### src/rtl/rsi_pkg.sv
package rsi_pkg;

  localparam int IN_W = 32;
  localparam int O_W = 33;
  localparam int A_W = 66;
  localparam int B_W = 68;
  localparam int C_W = 68;
  localparam int MAG_W = 67;
  localparam int PROD_W = 2 * MAG_W;
  localparam int DISC_W = PROD_W + 2;
  localparam int SQ_W = 68;
  localparam int RAD_W = 2 * SQ_W;
  localparam int REM_W = SQ_W + 3;
  localparam int NUM_W = 72;
  localparam int DEN_W = 67;
  localparam int DIST_W = 31;
  localparam int FRAC_BITS_DEFAULT = 16;
  localparam logic [DIST_W-1:0] DIST_MAX = {DIST_W{1'b1}};

  typedef struct packed {
    logic signed [IN_W-1:0] origin_x;
    logic signed [IN_W-1:0] origin_y;
    logic signed [IN_W-1:0] origin_z;
    logic signed [IN_W-1:0] dir_x;
    logic signed [IN_W-1:0] dir_y;
    logic signed [IN_W-1:0] dir_z;
    logic signed [IN_W-1:0] center_x;
    logic signed [IN_W-1:0] center_y;
    logic signed [IN_W-1:0] center_z;
    logic [IN_W-1:0] radius_sq;
  } req_t;

  typedef struct packed {
    logic hit;
    logic [DIST_W-1:0] distance;
  } res_t;

endpackage

### src/rtl/rsi_div_cell.sv
module rsi_div_cell #(
  parameter int DIV_W = 99,
  parameter int BIT = 0,
  parameter int PW = 1
) (
  input  logic clk,
  input  logic rst,
  input  logic en,
  input  logic in_valid,
  input  logic [rsi_pkg::DEN_W-1:0] den,
  input  logic [DIV_W-1:0] n_near,
  input  logic [rsi_pkg::DIST_W-1:0] q_near,
  input  logic [DIV_W-1:0] n_far,
  input  logic [rsi_pkg::DIST_W-1:0] q_far,
  input  logic [PW-1:0] pay,
  output logic out_valid,
  output logic [rsi_pkg::DEN_W-1:0] den_out,
  output logic [DIV_W-1:0] n_near_out,
  output logic [rsi_pkg::DIST_W-1:0] q_near_out,
  output logic [DIV_W-1:0] n_far_out,
  output logic [rsi_pkg::DIST_W-1:0] q_far_out,
  output logic [PW-1:0] pay_out
);
  import rsi_pkg::*;

  logic [DIV_W-1:0] dsh;
  logic [DIST_W-1:0] qbit;
  logic take_near;
  logic take_far;

  assign dsh = DIV_W'(den) << BIT;
  assign qbit = DIST_W'(1) << BIT;
  assign take_near = n_near >= dsh;
  assign take_far = n_far >= dsh;

  always_ff @(posedge clk) begin
    if (rst) begin
      out_valid <= 1'b0;
    end else if (en) begin
      out_valid <= in_valid;
    end
  end

  always_ff @(posedge clk) begin
    if (en) begin
      den_out <= den;
      n_near_out <= take_near ? n_near - dsh : n_near;
      q_near_out <= take_near ? (q_near | qbit) : q_near;
      n_far_out <= take_far ? n_far - dsh : n_far;
      q_far_out <= take_far ? (q_far | qbit) : q_far;
      pay_out <= pay;
    end
  end

endmodule

### config.mk
export PLATFORM = sky130hd
export DESIGN_NAME = rsi_div_cell
export DESIGN_NICKNAME = d
export VERILOG_FILES = /design/src/rtl/rsi_pkg.sv /design/src/rtl/rsi_div_cell.sv
export SDC_FILE = /design/constraint.sdc
export NUM_CORES = 1
export LEC_CHECK = 0
export BUFFER_PORTS_ARGS = -buffer_cell sky130_fd_sc_hd__buf_2
export CAP_MARGIN = 5
export CORE_AREA = 2 2 254 256
export DETAILED_ROUTE_END_ITERATION = 10
export DIE_AREA = 0 0 256 258
export GPL_ROUTABILITY_DRIVEN = 0
export SLEW_MARGIN = 0
export SYNTH_ARGS = -nofsm -noshare
export SYNTH_HDL_FRONTEND = slang
export SYNTH_SLANG_ARGS = --single-unit
### constraint.sdc
create_clock -name clk -period 6.2 [get_ports clk]
set_input_delay 1.24 -clock clk [delete_from_list [all_inputs] [get_ports clk]]
set_output_delay 1.24 -clock clk [all_outputs]
set_load 0.01 [all_outputs]
==> results_dict.tcl <==
set metrics [dict create \
    drtPass1Iterations 6 \
    row_count 93 \
    placed_cells 3785 \
    critical_path_class "in2reg" \
    track_usage 0.259 \
    p_comb_frac 0.262 \
    synth-seq-cells 329 \
    drt_iter0_markers 2329 \
    drcViolationCount 0 \
    num_vias 21446 \
    via_per_inst 5.55 \
    hold_violations 0 \
    cp.required_ns 6.51 \
    hold_class "reg2reg" \
    die_w_um 256 \
    drt-total-wl_mm 89.6 \
    wl_met1_mm 37.8 \
    start_util 0.350 \
    grt_max_degree 109 \
    relSlewSlack 0.330 \
    post_cts.repair.setup_buffers 0 \
    clk_pin_slew_ns 0.06 \
    outcome "complete, no violations" \
    start_kind "input pin" \
    p_sw_mw 2.28 \
    clockBufferDepth 3 \
    synth_nets 2843 \
    nFillCells 6375 \
    worstPathMaxFanout 51 \
    netlist_area_um2 22300 \
    holdWs_ns 0.489 \
    syn_inst 2375 \
    synthArstFlopShare 0 \
    crit_path_end_kind "flop" \
    r2r-start "out_valid$_SDFFE_PP0P_" \
    period_share 0.902 \
    wl_per_cell_um 23.2 \
    h-tree-depth 2 \
    synth_edf_count 328 \
    maxSlewViolCount 0 \
    numCtsBuffers 41 \
    fin_util 0.436 \
    pwr-share-clk 0.343 \
    cts_tree "yes" \
    netSwitchingFraction 0.315 \
    place.detailed.hpwl_mm 73.2 \
    numPortBuffers 660 \
    antenna_found_initial 22 \
    finalCriticalPeriod_ns 5.59 \
    fin_nets 3441 \
    gr-total-overflow 0 \
    met3_length_mm 6.87 \
    finClkSkew_ns 0 \
    dieArea_um2 66000 \
    clock-sinks 329 \
    p_int_mw 4.95 \
    power_frac_seq 0.395 \
    yosys_warnings 0 \
    yosys.cell_types.count 80 \
    num_io_pins 661 \
    grt_pass1_wl_mm 130 \
    core_um2 63600 \
    wl_met2_mm 42.0 \
    antenna_left 0 \
    peakVddDrop_uv 191 \
    maxCapViolCount 0 \
    setup_viol 0 \
    setup_tns_ns 0 \
    yosys_most_used_dff "edfxtp_1" \
    r2r-end "out_valid$_SDFFE_PP0P_" \
    syn_to_final_growth_pct 24.5 \
    syn_avg_cell_area_um2 9.39 \
    fmax_mhz 179 \
    r2r.worst_path.cells 2 \
    r2r_slack_ns 5.63 \
    worst_pin_slew_ns 0.991 \
    rsz0062_at_grt "no" \
    crit_start "n_near[88]" \
    grt_pass1_vias 20131 \
    root_buffer "clkbuf_16" \
    cts_hold_buffers 0 \
    cts_resized 0 \
    drive_above_1_share 0.257 \
    crit_path_end "n_near_out[16]$_DFFE_PP_" \
    die_h_um 258 \
    crit_arrival_ns 5.90 \
    powerDensity_nw_per_um2 260 \
    stdcell_count 3867 \
    ys_seq_area_frac 0.443 \
    highest_layer "met5" \
    p_leak_nw 11.5 \
    clk_latency_ns 0.57 \
]
-- placed cells by master, fill, tap and decap left out, drive strengths merged, types with 10 or more instances in the layout --
cell type	n
o21bai	39
nor3	54
or3	24
nand2	240
a211oi	19
a21o	58
ha	134
buf	682
clkinv	14
inv	122
o21a	14
nor2	216
xnor2	94
a21oi	239
o31ai	16
or4	12
clkbuf	51
nand2b	12
nor2b	13
o211ai	17
a31oi	21
nor4	26
a21boi	11
nand4	71
edfxtp	328
and2	12
nand3	54
o21ai	169
xor2	93
a2111oi	10
-- state kept, by name, summed over array words and instances, names as in the netlist --
signal / count
den_out: 67
n_far_out: 99
n_near_out: 99
out_valid: 1
pay_out: 1
q_far_out: 31
q_near_out: 31
-- cells in the mapped netlist, types with 5 or more instances --
library cell  instances  area share
edfxtp_1            328        0.44
a21oi_1             239       0.054
nand2_1             239       0.040
nor2_1              215       0.036
o21ai_0             168       0.038
ha_1                134       0.075
inv_1               120       0.020
clkbuf_1             94       0.016
xnor2_1              94       0.037
xor2_1               93       0.037
nand4_1              71       0.020
a21o_1               58       0.020
nand3_1              54       0.012
nor3_1               54       0.012
o21bai_1             39       0.013
buf_2                30      0.0067
nor4_1               24      0.0067
or3_1                24      0.0067
a31oi_1              21      0.0059
a211oi_1             19      0.0064
o211ai_1             17      0.0057
o31ai_1              16      0.0054
o21a_1               14      0.0047
nor2b_1              13      0.0036
nand2b_1             12      0.0034
a21boi_0             11      0.0037
and2_1               11      0.0031
or4_1                11      0.0037
and4_1                9      0.0035
mux2_2                9      0.0045
and3_1                8      0.0022
nor4b_1               8      0.0031
o221ai_1              7      0.0027
a2111oi_0             6      0.0024
a221oi_1              6      0.0024
nand3b_1              6      0.0020
o2111ai_1             6      0.0024
o311ai_0              6      0.0024
o41ai_1               5      0.0020
-- kinds of logic (layout without fill, tap and decap cells) --
family,Yosys count,after routing,synth area share
DFF,329,329,0.443
adders and majority gates,136,136,0.0770
and+or+nand+nor,786,786,0.170
buffers and inverters,247,876,0.0439
AOI/OAI and AO/OA,678,678,0.187
muxes,12,12,0.00589
xor gates and xnor gates,187,187,0.0735
other,0,8,0
-- final cells by class --
type | count | area (µm²) | area share
flip-flops and latches | 329 | 9870 | 0.356
multi-input cells | 1799 | 11500 | 0.413
inverters | 120 | 450 | 0.0162
clock buffers | 51 | 1110 | 0.0398
well taps | 855 | 1070 | 0.0385
clock inverters | 23 | 262 | 0.00942
repair buffers | 682 | 3520 | 0.127
diodes | 8 | 20.0 | 0.000721
-- worst max-delay path, cell delays in order --
cell	delay [ns]
buf_2	0.13
or3_1	0.44
or3_1	0.43
nor4_1	0.38
and3_1	0.29
nor4b_1	0.73
o211ai_1	0.49
a41oi_4	0.77
buf_4	0.55
mux2_2	0.39
-- worst min-delay path by stage --
stage                                start                      to  slack (ns)  cells past startpoint
floorplan           out_valid$_SDFFE_PP0P_  out_valid$_SDFFE_PP0P_        0.53                      2
global placement    out_valid$_SDFFE_PP0P_  out_valid$_SDFFE_PP0P_        0.47                      2
detailed placement  out_valid$_SDFFE_PP0P_  out_valid$_SDFFE_PP0P_        0.48                      2
CTS                 out_valid$_SDFFE_PP0P_  out_valid$_SDFFE_PP0P_        0.50                      2
global route        out_valid$_SDFFE_PP0P_  out_valid$_SDFFE_PP0P_        0.54                      2
finish              out_valid$_SDFFE_PP0P_  out_valid$_SDFFE_PP0P_        0.49                      2
-- layer usage --
layer | global-route usage | up-vias
li1 | - | 10013
met1 | 0.344 | 10200
met2 | 0.429 | 1049
met3 | 0.0448 | 174
met4 | 0.0807 | 10
met5 | 0 | -
-- stage by stage --
| step | instance area, µm² | setup WS, ns | power, mW |
|---|---|---|---|
| global placement | 26400 | 0.219 | 4.77 |
| global route | 27800 | 0.440 | 7.52 |
| detailed placement | 26400 | 0.209 | 4.77 |
| finish | 27800 | 0.610 | 7.23 |
| floorplan | 22300 | 1.82 | 3.93 |
| CTS | 27700 | 0.791 | 7.27 |
-- power by group through the flow --
stage | registers, mW | clock network (mW) | logic, mW
floorplan | 3.03 | 0 | 0.897
global placement | 2.90 | 0 | 1.87
detailed placement | 2.90 | 0 | 1.87
CTS | 2.86 | 2.53 | 1.88
global route | 2.88 | 2.60 | 2.05
finish | 2.86 | 2.48 | 1.89
Power figures use the tool's default switching activity.
