<file path="src/rtl/rsi_pkg.sv">
package rsi_pkg;

  localparam int IN_W = 32;
  localparam int O_W = 33;
  localparam int A_W = 66;
  localparam int B_W = 68;
  localparam int C_W = 68;
  localparam int MAG_W = 67;
  localparam int PROD_W = 2 * MAG_W;
  localparam int DISC_W = PROD_W + 2;
  localparam int SQ_W = 68;
  localparam int RAD_W = 2 * SQ_W;
  localparam int REM_W = SQ_W + 3;
  localparam int NUM_W = 72;
  localparam int DEN_W = 67;
  localparam int DIST_W = 31;
  localparam int FRAC_BITS_DEFAULT = 16;
  localparam logic [DIST_W-1:0] DIST_MAX = {DIST_W{1'b1}};

  typedef struct packed {
    logic signed [IN_W-1:0] origin_x;
    logic signed [IN_W-1:0] origin_y;
    logic signed [IN_W-1:0] origin_z;
    logic signed [IN_W-1:0] dir_x;
    logic signed [IN_W-1:0] dir_y;
    logic signed [IN_W-1:0] dir_z;
    logic signed [IN_W-1:0] center_x;
    logic signed [IN_W-1:0] center_y;
    logic signed [IN_W-1:0] center_z;
    logic [IN_W-1:0] radius_sq;
  } req_t;

  typedef struct packed {
    logic hit;
    logic [DIST_W-1:0] distance;
  } res_t;

endpackage

</file>
<file path="src/rtl/rsi_sqrt_cell.sv">
module rsi_sqrt_cell #(
  parameter int PW = 1
) (
  input  logic clk,
  input  logic rst,
  input  logic en,
  input  logic in_valid,
  input  logic [rsi_pkg::RAD_W-1:0] x,
  input  logic [rsi_pkg::REM_W-1:0] rem,
  input  logic [rsi_pkg::SQ_W-1:0] root,
  input  logic [PW-1:0] pay,
  output logic out_valid,
  output logic [rsi_pkg::RAD_W-1:0] x_out,
  output logic [rsi_pkg::REM_W-1:0] rem_out,
  output logic [rsi_pkg::SQ_W-1:0] root_out,
  output logic [PW-1:0] pay_out
);
  import rsi_pkg::*;

  logic [REM_W-1:0] rem_sh;
  logic [REM_W-1:0] trial;
  logic take;

  assign rem_sh = {rem[REM_W-3:0], x[RAD_W-1 -: 2]};
  assign trial = {1'b0, root, 2'b01};
  assign take = rem_sh >= trial;

  always_ff @(posedge clk) begin
    if (rst) begin
      out_valid <= 1'b0;
    end else if (en) begin
      out_valid <= in_valid;
    end
  end

  always_ff @(posedge clk) begin
    if (en) begin
      x_out <= {x[RAD_W-3:0], 2'b00};
      rem_out <= take ? rem_sh - trial : rem_sh;
      root_out <= {root[SQ_W-2:0], take};
      pay_out <= pay;
    end
  end

endmodule

</file>
<file path="config.mk">
export PLATFORM = sky130hd
export DESIGN_NAME = rsi_sqrt_cell
export DESIGN_NICKNAME = d
export VERILOG_FILES = /design/src/rtl/rsi_pkg.sv /design/src/rtl/rsi_sqrt_cell.sv
export SDC_FILE = /design/constraint.sdc
export NUM_CORES = 1
export LEC_CHECK = 0
export BUFFER_PORTS_ARGS = -buffer_cell sky130_fd_sc_hd__buf_2
export CAP_MARGIN = 10
export CORE_AREA = 5 5 211 213
export CTS_BUF_LIST = sky130_fd_sc_hd__clkbuf_4 sky130_fd_sc_hd__clkbuf_8
export DETAILED_ROUTE_END_ITERATION = 10
export DIE_AREA = 0 0 216 218
export GPL_TIMING_DRIVEN = 0
export SKIP_CTS_REPAIR_TIMING = 1
export SYNTH_ARGS = -nofsm -noshare
export SYNTH_HDL_FRONTEND = slang
export SYNTH_SLANG_ARGS = --single-unit
</file>
<file path="constraint.sdc">
create_clock -name clk -period 7.5 [get_ports clk]
set_clock_uncertainty 0.05 [all_clocks]
set_input_delay 0.75 -clock clk [delete_from_list [all_inputs] [get_ports clk]]
set_output_delay 0.75 -clock clk [all_outputs]
set_load 0.03 [all_outputs]
</file>
==> results.md, run 1 <==
* Endpoint of the most critical setup path: rem_out[33]
* Number of flops mapped to enable cells by yosys at 274
* Startpoint class of the critical path: primary input
* Maximum Capacitance Violations at 0
* Fraction of the cycle the final worst path needs at about three fifths
* Run status: complete, no violations
* Max-slew headroom at around 33%
* TritonCTS Buffers at slightly above 50
* Synth warnings at 0
* Die width at around 220 um
* Sequential share of the synthesized area at ~60%
* Arrival @ worst endpoint at 4840 ps
* Die Span Y at roughly 220 um
* Finished Cell Area at 0.01804 mm^2
* Setup TNS Final at 0 ps
* Final number of max-transition violations at 0
* Worst slack at placement at roughly 2400 ps
* Top library cells by usage in the layout, fill and taps aside: buf_2, edfxtp_1, nand2_1
* Cell with the biggest individual delay on the critical path: a21oi_1
* Setup slack of the worst register-to-register path at between 6000 and 7000 ps
* Actual slew at the worst max-slew pin at 980.4 ps
* Count of cells along the worst register-to-register path at 2
* Detailed-route wire length per cell at ~23 um
* Distinct cell type count after synthesis at 65
* Critical setup path kind: in -> reg
* Worst reg2reg path endpoint: out_valid
* Post-Syn Instances at between 1000 and 1500
* Share of layout cells above drive strength 1 at approximately 37%
* Wire length reported by the detailed router at roughly 54000 um
* Crit. End Element: register
* Clock transition at path regs at 60 ps
* Drt initial violations at approximately 900
* Critical path's largest stage delay at ~650 ps
* Post-detailed-route via-to-cell ratio at 4.958
* Most frequent standard cell in the layout excluding fill and tap cells: buf_2
* First-pass GRT wire length at between 70000 and 80000 um
* # H-tree levels at 2
* Antenna violations before repair at 17
* Clock tree root buffer cell: clkbuf_8
* CP Max Fanout at 10
* Maximum count of clock buffers along a single path at 3
* Total count of hold-check failures in the final report at 0
* Most repeated library cell on the critical path: a21oi_1
* Largest net degree at the start of global routing at approximately 130
* Unrepaired setup endpoints after global routing: false
* Pwr dens at 248.8 mW/mm^2
* Vias at 11610
* Post-DP Area at 0.01702 mm^2
* Path type of the worst min-delay path: in -> reg
* Critical path, cell by cell: buf_2 -> inv_1 -> ha_1 -> a21oi_1 -> o211ai_1 -> a21oi_1 -> a2111oi_4 -> o211ai_2 -> a2111oi_2 -> nor2_1 -> a31oi_2 -> a31oi_1 -> buf_6 -> clkbuf_1 -> nand2_1 -> o21ai_0
* Number of top-level pins at approximately 560
* Initial Utilization at a little under a third
* Crit. Startpoint: root[4]
* Max Clock Freq at approximately 0.23 GHz
* Static Leak at 7.955 nW
* Flop and latch count out of synthesis at 275
* Routed Antenna Nets at 0
* Area growth from synthesis to final layout at 33.61%
* # clock sinks at 275
* Total die area at 0.04709 mm^2
* Average cell area after synthesis at 11.81 um^2
* Min Clock Period, post-route at 4435 ps
* Layout fillers at 4102
* Global-route total usage across every layer at between 20% and 30%
* Detailed-placement wirelength estimate at about 44000 um
* Worst IR drop on VDD at roughly 0.00015 V
* Reg2reg start: out_valid
* Vias in the first global route at around 12000
* Final net count at 2102
* Clock tree from TritonCTS: done
* Required time of the critical path at ~7900 ps
* DRC errors left at 0
* Async SR Flop Fraction at 0%
* Final RePlAce weighted congestion at 0.9702
* Total of endpoints with negative setup slack in the final report at 0
* Summed instance area of the synthesized netlist at between 0.01 and 0.015 mm^2
* Clock latency of the later-clocked register in the worst-skew pair at ~590 ps
* PortBufs at between 500 and 600
* Core Footprint at ~0.043 mm^2
* Fin worst setup slack at approximately 3000 ps
* Std cell rows at between 70 and 80
* Sum of overflow across all layers after global routing at 0
* Most used DFF post-synth: edfxtp_1
* Iteration count of the initial detailed-routing pass at 7
critical path: cells and delay by family:
kind            cells  cell delay [ps]
compound gates      9             2340
fa+ha+maj           1              350
buf+inv             4              890
simple gates        2              480
layer usage:
| layer | up-vias | GRT usage, % | wire length, um |
|---|---|---|---|
| met3 | 108 | 6.136 | 4392 |
| met2 | 482 | 36.92 | 25890 |
| met5 | - | 0 | 21 |
| met4 | 4 | 7.399 | 1897 |
| met1 | 5591 | 27.05 | 21850 |
| li1 | 5422 | - | - |
power by group:
group	internal (mW)	leakage [nW]	switching, mW	total (mW)
clock	0.806	0.544	0.657	1.46
combinational	0.336	4.72	0.776	1.11
sequential	1.88	2.69	0.0369	1.91
total	3.02	7.95	1.47	4.49
sequential cells by signal, indices dropped and copies added, names as in the netlist:
register   cells
x_out        134
rem_out       71
root_out      68
out_valid      1
pay_out        1
worst min-delay path by stage:
stage	start	cells after the start	slack, ps	endpoint
2_1_floorplan	out_valid	2	580	out_valid
3_3_place_gp	out_valid	2	430	out_valid
3_5_place_dp	out_valid	2	470	out_valid
4_1_cts	x[123]	1	150	x_out[125]
5_1_grt	x[123]	1	170	x_out[125]
6_report	x[118]	1	250	x_out[120]
layout make-up:
class / instances / area [um^2] / area share (%)
Antenna cell: 7 / 17.52 / 0.09707
Clock buffer: 71 / 852.1 / 4.722
Multi-Input combinational cell: 733 / 4707 / 26.09
Inverter: 91 / 341.6 / 1.893
Timing Repair Buffer: 554 / 2828 / 15.67
Sequential cell: 275 / 8248 / 45.71
Tap cell: 546 / 683.2 / 3.786
Buffer: 46 / 212.7 / 1.179
Clock inverter: 18 / 155.1 / 0.8598
kinds of logic after synthesis:
logic type	share of synthesized area, %
AO/OA/AOI/OAI	14.32
buffers and inverters	4.104
AND/OR/NAND/NOR	9.329
other	0.02777
multiplexers	0.3150
adder cells (fa/ha/maj)	6.485
XOR/XNOR	4.345
flip-flops	61.07
Yosys cell counts (3+ instances only):
master / n / share of area, %
inv_1: 91 / 2.5
o21a_1: 8 / 0.44
o31ai_1: 9 / 0.50
nand4_1: 24 / 1.1
a211o_1: 3 / 0.19
a21o_1: 28 / 1.6
nand2b_1: 11 / 0.51
a21boi_0: 3 / 0.17
buf_2: 7 / 0.26
buf_4: 4 / 0.22
edfxtp_1: 274 / 61
ha_1: 70 / 6.5
nor4_1: 4 / 0.19
nand3_1: 14 / 0.52
a21oi_1: 91 / 3.4
nor2_1: 42 / 1.2
nor3_1: 10 / 0.37
and4_1: 3 / 0.19
and3_1: 9 / 0.42
nand2_1: 136 / 3.8
o21ai_0: 112 / 4.2
xor2_1: 29 / 1.9
o211ai_1: 10 / 0.56
nor2b_1: 9 / 0.42
o21bai_1: 15 / 0.83
a31oi_1: 8 / 0.37
xnor2_1: 38 / 2.5
clkbuf_1: 32 / 0.89
and2_1: 5 / 0.23
per-stage QoR:
stage               std cells  power [mW]  hold WS (ps)  util, %
finish                   2341       4.490         245.3    42.45
global route             2336       4.715         169.0    42.42
CTS                      2334       4.557         150.8    42.41
detailed placement       2245       3.060         469.9    40.04
global placement         2243       3.062         429.9    39.89
floorplan                1145       2.633         579.9        -
(Power assumes the default switching activity.)
==> inputs of run 2 (changes only) <==
--- a/config.mk
+++ b/config.mk
@@ -5,12 +5,13 @@
 export SDC_FILE = /design/constraint.sdc
 export NUM_CORES = 1
 export LEC_CHECK = 0
+export ABC_AREA = 1
 export BUFFER_PORTS_ARGS = -buffer_cell sky130_fd_sc_hd__buf_2
 export CAP_MARGIN = 10
-export CORE_AREA = 5 5 211 213
+export CORE_AREA = 5 5 214 216
 export CTS_BUF_LIST = sky130_fd_sc_hd__clkbuf_4 sky130_fd_sc_hd__clkbuf_8
 export DETAILED_ROUTE_END_ITERATION = 10
-export DIE_AREA = 0 0 216 218
+export DIE_AREA = 0 0 219 221
 export GPL_TIMING_DRIVEN = 0
 export SKIP_CTS_REPAIR_TIMING = 1
 export SYNTH_ARGS = -nofsm -noshare
==> constraint.sdc (replaced) <==
create_clock -name clk -period 4.2 [get_ports clk]
set_clock_uncertainty 0.05 [all_clocks]
set_input_delay 0.42 -clock clk [delete_from_list [all_inputs] [get_ports clk]]
set_output_delay 0.42 -clock clk [all_outputs]
set_load 0.03 [all_outputs]
==> results.md, run 2 <==
* Startpoint class of the critical path: primary input (unchanged)
* Post-layout total power at 8.296 mW (was 4.490 mW)
* Run status: complete, no violations (unchanged)
* Async SR Flop Fraction at 0% (unchanged)
* Largest net degree at the start of global routing at 130 (was 126)
* Post-DP Area at 0.01916 mm^2 (was 0.01702 mm^2)
* Post-Syn Instances at 1872 (was 1144)
* Max-slew headroom at 53.05% (was 32.95%)
* Most frequently used cell type in the post-synthesis netlist: nand2_1 (was edfxtp_1)
* Detailed-route wire length per cell at 20.85 um (was 23.09 um)
* Post-detailed-route via-to-cell ratio at 4.636 (was 4.958)
* Post-synthesis xor/xnor area fraction at 2.134% (was 4.345%)
* Area growth from synthesis to final layout at 42.92% (was 33.61%)
* Clock transition at path regs at 60 ps (about the same)
* Post-route insts no fill at 3334 (was 2341)
* Routed Antenna Nets at 0 (unchanged)
* Die width at 219 um (was 216 um)
* Unrepaired setup endpoints after global routing: false (unchanged)
* Registers with the highest flip-flop counts: x_out: 134 flops, rem_out: 71 flops, root_out: 68 flops (unchanged)
* Total count of hold-check failures in the final report at 0 (unchanged)
* # H-tree levels at 2 (unchanged)
* Final net count at 3043 (was 2102)
* Main combinational cell family by area after synthesis: simple AND/OR/NAND/NOR gates (was compound AO/OA/AOI/OAI gates)
* Maximum Capacitance Violations at 0 (unchanged)
* Final RePlAce weighted congestion at 0.9531 (was 0.9702)
* # clock sinks at 275 (unchanged)
* Wire length reported by the detailed router at 69500 um (was 54050 um)
* Arrival @ worst endpoint at 3720 ps (was 4840 ps)
* Drt initial violations at 1107 (was 894)
* Antenna violations before repair at 11 (was 17)
* Synth top area share at 52.77% (was 60.92%)
* Setup TNS Final at 0 ps (unchanged)
* Distinct cell type count after synthesis at 33 (was 65)
* Most frequent standard cell in the layout excluding fill and tap cells: nand2_1 (was buf_2)
* Vias at 15460 (was 11610)
* Largest cells by area after synthesis: edfxtp_1, nand2_1, inv_1, ha_1, nor2_1 (was edfxtp_1, ha_1, o21ai_0, nand2_1, a21oi_1)
* Die Span Y at 221 um (was 218 um)
* Post-synthesis mux area share at 0.06420% (was 0.3150%)
* PortBufs at 552 (unchanged)
* Seq pwr share at 41.2% (was 42.6%)
* Worst hold-check slack at 20.57 ps (was 245.3 ps)
* Synth warnings at 0 (unchanged)
* Top library cells by usage in the layout, fill and taps aside: nand2_1, buf_2, inv_1 (was buf_2, edfxtp_1, nand2_1)
* Number of top-level pins at 557 (unchanged)
* Critical setup path kind: in -> reg (unchanged)
* Leading cell types by count after synthesis: nand2_1, inv_1, edfxtp_1, nor2_1, nand3_1 (was edfxtp_1, nand2_1, o21ai_0, a21oi_1, inv_1)
* TritonCTS Buffers at 49 (was 51)
* Pwr dens at 372.2 mW/mm^2 (was 248.8 mW/mm^2)
* Number of flops mapped to enable cells by yosys at 274 (unchanged)
* First-pass GRT wire length at 95160 um (was 76440 um)
* Layout fillers at 4298 (was 4102)
* Total of endpoints with negative setup slack in the final report at 0 (unchanged)
* Register containing the most flip-flops in the final layout: x_out (unchanged)
* Global-route total usage across every layer at 26.43% (was 21.83%)
* Path type of the worst min-delay path: in -> reg (unchanged)
* Share of layout cells above drive strength 1 at 23.99% (was 37.19%)
* Worst IR drop on VDD at 0.0002539 V (was 0.0001494 V)
* Vias in the first global route at 14510 (was 11550)
* Summed instance area of the synthesized netlist at 0.01559 mm^2 (was 0.01351 mm^2)
* DRC errors left at 0 (unchanged)
* Detailed-placement wirelength estimate at 56200 um (was 44120 um)
* Compound-cell area share of the yosys netlist at 4.004% (was 14.32%)
* Largest area contributor in the netlist: edfxtp_1 (unchanged)
* Clock tree from TritonCTS: done (unchanged)
* Final number of max-transition violations at 0 (unchanged)
* Area share of fa/ha/maj cells after synthesis at 5.617% (was 6.485%)
* Most used DFF post-synth: edfxtp_1 (unchanged)
* Core Footprint at 0.04374 mm^2 (was 0.04251 mm^2)
* Switching power total at 2.915 mW (was 1.469 mW)
* Instance count after placement with tap cells included at 3019 (was 2245)
* Sequential share of the synthesized area at 52.90% (was 61.07%)
* Clock tree root buffer cell: clkbuf_8 (unchanged)
* Sum of overflow across all layers after global routing at 0 (unchanged)
* Portion of total power attributed to combinational logic at 29.2% (was 24.8%)
* Internal portion of total power at 5.381 mW (was 3.020 mW)
* Crit. End Element: register (unchanged)
* Min Clock Period, post-route at around 3400 ps
* Static Leak at 11.31 nW (was 7.955 nW)
* CP Max Fanout at 10 (unchanged)
* Flop and latch count out of synthesis at 275 (unchanged)
* Actual slew at the worst max-slew pin at 698.8 ps (was 980.4 ps)
* Simple-Gate Fraction of Synth Area at 25.83% (was 9.329%)
* Share of power burned in the clock network at 29.6% (was 32.6%)
* Maximum count of clock buffers along a single path at 3 (unchanged)
* Max Clock Freq at 0.2943 GHz
* Net Sw Frac at 35.13% (was 32.73%)
* Flip-flop count of the largest register, all copies and words added at 134 (unchanged)
* Average cell area after synthesis at 8.329 um^2 (was 11.81 um^2)
* Clock latency of the later-clocked register in the worst-skew pair at 630 ps (was 590 ps)
* Iteration count of the initial detailed-routing pass at 5 (was 7)
* Total die area at 0.04840 mm^2 (was 0.04709 mm^2)
* Fraction of the cycle the final worst path needs at 80.89%
* Std cell rows at 77 (was 76)
* Initial Utilization at 35.65% (was 31.77%)
* Finished Cell Area at 0.02229 mm^2 (was 0.01804 mm^2)
* Required time of the critical path at 4520 ps (was 7900 ps)
[run 2: cell count changes in the layout (fill, tap and decap cells not counted), sizes merged, moves of 12 or more]
cell and delta:
nand2 +595, inv +260, dlygate4sd3 +215, nor2 +94
o21ai -84, nand3 +70, clkbuf -42, xnor2 -37
a21o -27, a21oi -20, nand3b +14, nand4 -12
[run 2: per-stage QoR]
stage               setup WS, ps  utilization (%)
finish                     802.4            50.95
global route               685.1            50.90
CTS                         1301            45.96
detailed placement         630.3            43.82
global placement           -1237            43.67
floorplan                   1910                -
[run 2: critical path, stage by stage]
cell and delay [ps]:
dlygate4sd3_1 520, buf_2 110, inv_1 40, ha_1 420, nand2_1 170, nor2_1 220, nand2_1 250, nor2_1 290
nand2_1 110, nor3_1 330, nor2_1 130, nand2_4 210, inv_4 150, buf_6 190, nand2_1 60, nand2_1 60
[run 2: cell families (layout without fill, tap and decap cells)]
kind of cell             Yosys count  after routing
XOR/XNOR                          38             38
other                              1             14
multiplexers                       1              1
AND/OR/NAND/NOR                 1002           1002
AO/OA/AOI/OAI                    117            117
flip-flops                       275            275
adder cells (fa/ha/maj)           70             70
buffers and inverters            368           1225
[run 2: layer usage]
layer  track usage (%)  part of all wire (%)  wire length [um]  up-vias
li1                  -                     -                 -     7592
met1             34.01                    42             29350     7189
met2             45.10                    48             33420      569
met3             6.875                   7.3              5103       96
met4             5.470                   2.2              1563       10
met5                 0                 0.099                69        -
[run 2: cell type report]
cell class	count	area, um^2	area share [%]
repair buffers	769	4980	22.35
plain buffers	16	146.4	0.6569
diodes	12	30.03	0.1347
inverters	352	1324	5.940
clock inverters	26	166.4	0.7467
well taps	592	740.7	3.324
multi-input cells	1230	5878	26.38
flip-flops and latches	275	8248	37.01
clock buffers	62	772.0	3.464
[run 2: power groups by stage]
stage | combinational (mW) | sequential, mW | clock [mW]
after detailed placement | 2.24 | 3.47 | 0
after global routing | 2.60 | 3.44 | 2.67
after floorplan | 0.798 | 4.03 | 0
after global placement | 2.23 | 3.48 | 0
after CTS | 2.26 | 3.41 | 2.53
final | 2.43 | 3.41 | 2.46
[run 2: worst paths after layout]
kind | from | to | slack (ps) | cells after the start
setup / recovery | root[48] | rem_out[33] | 800 | 16
setup reg to reg | out_valid | out_valid | 3000 | 3
hold / removal | rem[17] | rem_out[19] | 20 | 3
hold reg to reg | out_valid | out_valid | 1030 | 3
